`src/design/iir_q16_pkg.sv`:
```
package iir_q16_pkg;

    localparam int MAX_ORDER = 3;
    localparam int DATA_W    = 32;
    localparam int ORDER_W   = 2;
    localparam int INDEX_W   = 3;

    typedef logic signed [DATA_W-1:0] data_t;
    typedef logic [ORDER_W-1:0]       order_t;

    // configuration register indexes
    typedef enum logic [INDEX_W-1:0] {
        REG_ORDER = 3'd0,
        REG_B0    = 3'd1,
        REG_B1    = 3'd2,
        REG_B2    = 3'd3,
        REG_B3    = 3'd4,
        REG_A1    = 3'd5,
        REG_A2    = 3'd6,
        REG_A3    = 3'd7
    } cfg_reg_t;

    localparam order_t RESET_ORDER = order_t'(MAX_ORDER);
    localparam data_t  RESET_B0    = 32'sd65536;

    // bp[k] weighs the input k+1 samples back, ap[k] the output k+1 samples back
    typedef struct packed {
        order_t                    order;
        data_t                     b0;
        data_t [MAX_ORDER-1:0]     bp;
        data_t [MAX_ORDER-1:0]     ap;
    } coeff_t;

    // pass-through setting after reset
    localparam coeff_t RESET_COEFF = '{order: RESET_ORDER, b0: RESET_B0, bp: '0, ap: '0};

    localparam logic signed [DATA_W:0] SAT_MAX33 = 33'sh0_7FFF_FFFF;
    localparam logic signed [DATA_W:0] SAT_MIN33 = -33'sh0_8000_0000;

    function automatic data_t sat33(input logic signed [DATA_W:0] v);
        data_t r;
        if (v > SAT_MAX33)
            r = data_t'(SAT_MAX33[DATA_W-1:0]);
        else if (v < SAT_MIN33)
            r = data_t'(SAT_MIN33[DATA_W-1:0]);
        else
            r = data_t'(v[DATA_W-1:0]);
        return r;
    endfunction

    function automatic data_t q_add(input data_t a, input data_t b);
        logic signed [DATA_W:0] s;
        s = {a[DATA_W-1], a} + {b[DATA_W-1], b};
        return sat33(s);
    endfunction

    function automatic data_t q_sub(input data_t a, input data_t b);
        logic signed [DATA_W:0] s;
        s = {a[DATA_W-1], a} - {b[DATA_W-1], b};
        return sat33(s);
    endfunction

    // q16.16 multiply, round half away from zero, saturate
    function automatic data_t q_mul(input data_t a, input data_t b);
        logic signed [2*DATA_W-1:0] p;
        logic        [2*DATA_W-1:0] mag;
        logic        [2*DATA_W-1:0] rnd;
        logic signed [2*DATA_W-1:0] q;
        data_t                      r;
        p   = (2*DATA_W)'(a) * (2*DATA_W)'(b);
        mag = p[2*DATA_W-1] ? (2*DATA_W)'(-p) : p;
        rnd = (mag + (2*DATA_W)'(32'h8000)) >> 16;
        q   = p[2*DATA_W-1] ? -$signed(rnd) : $signed(rnd);
        if (q > 64'sh0000_0000_7FFF_FFFF)
            r = 32'sh7FFF_FFFF;
        else if (q < -64'sh0000_0000_8000_0000)
            r = -32'sh8000_0000;
        else
            r = data_t'(q[DATA_W-1:0]);
        return r;
    endfunction

endpackage

```
`src/design/iir_q16_cfg.sv`:
```
module iir_q16_cfg (
    input  logic                                 clk,
    input  logic                                 rst_n,
    input  logic                                 cfg_valid,
    input  logic [iir_q16_pkg::INDEX_W-1:0]      cfg_index,
    input  logic [iir_q16_pkg::DATA_W-1:0]       cfg_data,
    output iir_q16_pkg::coeff_t                  coeff
);
    import iir_q16_pkg::*;

    coeff_t coeff_reg;
    coeff_t coeff_next;

    always_comb
    begin
        coeff_next = coeff_reg;
        if (cfg_valid)
        begin
            case (cfg_index)
                REG_ORDER: coeff_next.order = cfg_data[ORDER_W-1:0];
                REG_B0:    coeff_next.b0    = data_t'(cfg_data);
                REG_B1:    coeff_next.bp[0] = data_t'(cfg_data);
                REG_B2:    coeff_next.bp[1] = data_t'(cfg_data);
                REG_B3:    coeff_next.bp[2] = data_t'(cfg_data);
                REG_A1:    coeff_next.ap[0] = data_t'(cfg_data);
                REG_A2:    coeff_next.ap[1] = data_t'(cfg_data);
                REG_A3:    coeff_next.ap[2] = data_t'(cfg_data);
                default:   coeff_next = coeff_reg;
            endcase
        end
    end

    always_ff @(posedge clk or negedge rst_n)
    begin
        if (!rst_n)
        begin
            coeff_reg <= RESET_COEFF;
        end
        else
        begin
            coeff_reg <= coeff_next;
        end
    end

    assign coeff = coeff_reg;

endmodule

```
`config.mk`:
```
export PLATFORM = sky130hd
export DESIGN_NAME = iir_q16_cfg
export DESIGN_NICKNAME = d
export VERILOG_FILES = /design/src/design/iir_q16_pkg.sv /design/src/design/iir_q16_cfg.sv
export SDC_FILE = /design/constraint.sdc
export NUM_CORES = 1
export LEC_CHECK = 0
export BUFFER_PORTS_ARGS = -buffer_cell sky130_fd_sc_hd__buf_2
export CAP_MARGIN = 20
export CORE_MARGIN = 5
export CORE_UTILIZATION = 35
export CTS_CLUSTER_DIAMETER = 120
export CTS_CLUSTER_SIZE = 40
export DETAILED_ROUTE_END_ITERATION = 12
export GPL_ROUTABILITY_DRIVEN = 0
export SETUP_SLACK_MARGIN = 0.15
export SYNTH_ARGS = -nofsm -noshare
export SYNTH_HDL_FRONTEND = slang
export SYNTH_SLANG_ARGS = --single-unit
```
`constraint.sdc`:
```
create_clock -name clk -period 0.85 [get_ports clk]
set_clock_uncertainty 0.05 [all_clocks]
set_input_delay 0.0425 -clock clk [delete_from_list [all_inputs] [get_ports clk]]
set_output_delay 0.0425 -clock clk [all_outputs]
set_load 0.01 [all_outputs]
```
== After elaboration in Yosys (flattened, before gate mapping) ==
Index checks and enable logic that the tools add are counted.

* Register bits after elaboration: 226
* Latch bits: 0
* Memory bits (writable): 0
* Bits in read-only memories: 0
* Input bits: 38
* Output and inout bits: 226
* Logic and storage cells: 24
* Memories kept: 0

* $add $sub $neg: 0
* Multipliers: 0
* Div/mod/pow operators: 0
* Order comparisons: 0
* Eq/ne operators: 7
* Shift operators: 0
* Multiplexer cells: 0
* Bitwise gates (word level): 0
* Reduce and logical (&&, ||, !) cells: 9

{| class="wikitable"
|+ Operators with widths
! cell !! number
|-
| AND reduction 2 bit || 8
|-
| equality test 3 bit, second input constant || 4
|-
| equality test 3 x 2 -> 1 bit, second input constant || 2
|-
| equality test 3 x 1 -> 1 bit, second input constant || 1
|-
| zero test 3 bit || 1
|}

== Depth between registers and ports, before layout ==
* Depth in word-level cells: 2
* Depth in mapped cells: 5
* Mapped depth without buffers: 2

== Worst setup path after synthesis ==
OpenSTA, ideal clock, no wires.

* Kind: input to register
* Start: input cfg_index[0] (netlist name)
* End: register coeff_reg (netlist bit coeff[100])
* Setup time: 0.125 ns
* Data arrival time: 1.022 ns
* Data required time: 0.675 ns
* Path slack: -0.347 ns
* Cell stages on the path: 5
* Path buffers: 3
* Path through: buf_4 and4bb_1 buf_6 buf_6 mux2_4

* Word-level cells in the longest chain between the ends: 2

{| class="wikitable"
|+ RTL lines
! element !! line !! RTL
|-
| from (decl) || iir_q16_cfg.sv:5 || <nowiki>input logic [iir_q16_pkg::INDEX_W-1:0] cfg_index,</nowiki>
|-
| equality test 3 x 2 -> 1 bit || iir_q16_cfg.sv:19 || <nowiki>case (cfg_index)</nowiki>
|-
| AND reduction 2 bit (no line) || - ||
|-
| to (signal assigned) || iir_q16_cfg.sv:41 || <nowiki>coeff_reg <= coeff_next;</nowiki>
|-
| to (decl) || iir_q16_cfg.sv:11 || <nowiki>coeff_t coeff_reg;</nowiki>
|}

No other way between the ends.
A chain may end at the register's enable or synchronous reset.

== Worst setup path in the final report ==
* Start: register coeff_reg (netlist bit coeff[224])
* End: output coeff[224] (netlist name)

{| class="wikitable"
|+ RTL lines
! element !! line !! RTL
|-
| to (decl) || iir_q16_cfg.sv:7 || <nowiki>output iir_q16_pkg::coeff_t coeff</nowiki>
|}

No word-level cell between the ends.

==> results.md <==
* Half-perimeter wire length after detailed placement at 16.4 mm
* Insertion delay of the later-clocked pin in the worst-skew pair at 0.48 ns
* Die area at 28700 sq um
* Horiz. Die Dim at 170 um
* Period minus WS final at 1.26 ns
* Root Buffer Master: clkbuf_16
* Max-capacitance violation count at 0
* Initial standard-cell utilization of the core at 35.5%
* Dominant delay contributor by cell family on the critical path: flip-flops
* Diodes inserted at 0
* Max FFs per register at 226
* Ratio of total power to cell area at 2370 nW/um^2
* Input/output buffers at 263
* Number of detailed-route iterations in the first pass at 4
* Vertical die dimension at 170 um
* Share of final-layout standard cells stronger than drive strength 1 at 72.0%
* Leakage at 7.04 nW
* Detail-routed net length per standard cell at 20.6 um
* Number of vias after detailed routing at 5788
* Core outline area at 25100 sq um
* Seq/Total Area, Yosys at 63.6%
* Critical Path RT at 0.76 ns
* Origin of the worst setup path: coeff[224]
* Critical path capture point type: output pin
* Crit Path Category: flop to output pin
* Worst Hold Path Cells at 2
* Startpoint of the lowest-slack register-to-register path: coeff[113]
* Relative slew slack at 78.7%
* Placed inst area at 11000 sq um
* Post-CTS Hold Buffers at 31
* Worst-Margin Slew at 0.315 ns
* Synthesized instance count at 488
* CTS sink cnt at 226
* CP arrival at 1.17 ns
* Post-synth top area cell: dfrtp_1
* FF+latch count, synth at 226
* Highest cell delay on the worst timing path at 0.58 ns
* Total clock buffers created by CTS at 9
* Share of the clock period used by the worst path at 148%
* Final-layout worst hold slack at -0.122 ns
* Final non-filler cell area at 13800 sq um
* Reg-to-reg setup timing slack at -0.22 ns
* Crit start category: flop
* Average footprint of a synthesized cell at 18.2 sq um
* Via/cell ratio at 4.62
* Starting DRT DRC Count at 356
* Number of synthesis warnings at 0
* Max VDD drop at 1450 uV
* Number of global-route vias before repair at 6241
* R2R depth at 3
* Max clock buf depth at 3
* Clock tree from TritonCTS: yes
* Layout-stage area growth over the synthesis result at 55.1%
* Deepest level of the CTS H-tree at 1
* Post-layout nets at 958
* Status: finished, violations left
* Count of final setup violators at 315
* Top area cells in the synthesized netlist: dfrtp_1 63%, mux2_2 16%, mux2_4 15%
* IO Pins at 264
* Number of logic stages on the critical path including buffering at 1
* Post-CTS clock slew at the launch and capture registers of the worst setup and hold paths at 0.15 ns
* Total standard cell area after synthesis at 8900 sq um
* Pin count of the biggest net entering global routing at 42
* Standard cell with the maximum stage delay on the critical path: dfstp_2
* Number of antenna violations at the first check in global routing at 0
* Worst Setup EP: coeff[224]
* Violations in the final reports: negative hold slack, negative setup slack
* Hold Crit Class: primary input to flop
* Fin util at 55.0%
* Area share of the largest cell type after synthesis at 62.7%
* Critical R2R Capture: coeff[113]
* Max-slew violations at 0
* Remaining global-route overflow at 0
* Worst-path maximum fanout at 2
* Tot GR Track Use at 16.6%
* DRC viols at 0
* Worst slack, placed at -0.464 ns
* Worst path bufs/invs at 1
* Final hold violation count at 34
* Worst setup slack after layout at -0.412 ns
* Max frequency at 793 MHz
* Total routed wirelength at 25.8 mm
* RSZ-0062 raised after global routing: true
* Distinct cell type count after synthesis at 12
* Std-Cell Rows at 58
* Wire length of the first global-routing pass at 37.7 mm
* Syn_nets at 526
* Cells traversed along the worst timing path: buf_6
* Number of nets still failing antenna checks after routing at 0
==> metal layers <==
metal | up-vias | global-route usage [%] | share of wire, %
li1 | 2570 | - | -
met1 | 2996 | 22.4 | 43
met2 | 187 | 27.0 | 48
met3 | 35 | 4.47 | 6.8
met4 | 0 | 3.68 | 2.4
met5 | - | 0 | 0
==> cells by family (layout without fill, tap and decap cells) <==
| group | count (synthesis) | in the layout | synth area share (%) |
|---|---|---|---|
| mux | 226 | 226 | 32.4 |
| flops | 226 | 226 | 63.6 |
| buf+inv | 28 | 462 | 2.61 |
| simple gates | 8 | 8 | 1.46 |
==> through the flow <==
stage	setup TNS [ns]	total power, W	hold slack [ns]	std cells
2_1_floorplan	-43.90	0.0186	-0.303	488
3_3_place_gp	-79.41	0.0225	-0.105	1102
3_5_place_dp	-81.64	0.0226	-0.102	1102
4_1_cts	-72.65	0.0308	-0.146	1204
5_1_grt	-85.88	0.0342	-0.137	1252
6_report	-73.82	0.0327	-0.122	1252
==> power by group <==
group	switching, W	internal [W]
combinational	0.00428	0.00823
clock	0.00331	0.00204
sequential	0.00173	0.0131
==> placed cells by master (no fill, tap or decap) <==
master	Yosys	final
and4bb_2	0	3
clkbuf_16	0	9
inv_12	0	1
buf_2	12	146
buf_6	14	208
buf_4	2	48
mux2_4	90	200
nand4b_4	3	3
buf_12	0	15
nand4_2	1	1
mux2_2	126	26
dlygate4sd3_1	0	31
buf_8	0	1
dfrtp_1	223	223
dfstp_2	3	3
nor4b_1	1	1
clkbuf_1	0	3
==> how the worst min path moves through the flow <==
stage / to / startpoint
after floorplan: coeff[0] / rst_n
after global placement: coeff[55] / rst_n
after detailed placement: coeff[55] / rst_n
after CTS: coeff[164] / cfg_data[4]
after global routing: coeff[164] / cfg_data[4]
final: coeff[164] / cfg_data[4]
==> Yosys cell counts, drive strengths merged <==
master / count
dfstp: 3
nand4: 1
nand4b: 3
mux2: 226
buf: 28
dfrtp: 223
nor4b: 1
and4bb: 3
==> cell type report <==
| class | count | area, sq um |
|---|---|---|
| well taps | 330 | 413 |
| multi-input cells | 234 | 3430 |
| repair buffers | 449 | 4060 |
| flip-flops and latches | 226 | 5660 |
| clock buffers | 12 | 236 |
| fillers | 2013 | 11300 |
| clock inverters | 1 | 16.3 |
==> repair_timing <==
action                     4_1_cts  5_1_grt
buffers inserted                58       48
hold endpoints to repair       452       34
resized for setup              182      152
setup endpoints to repair      452      452
(Power assumes the default switching activity.)
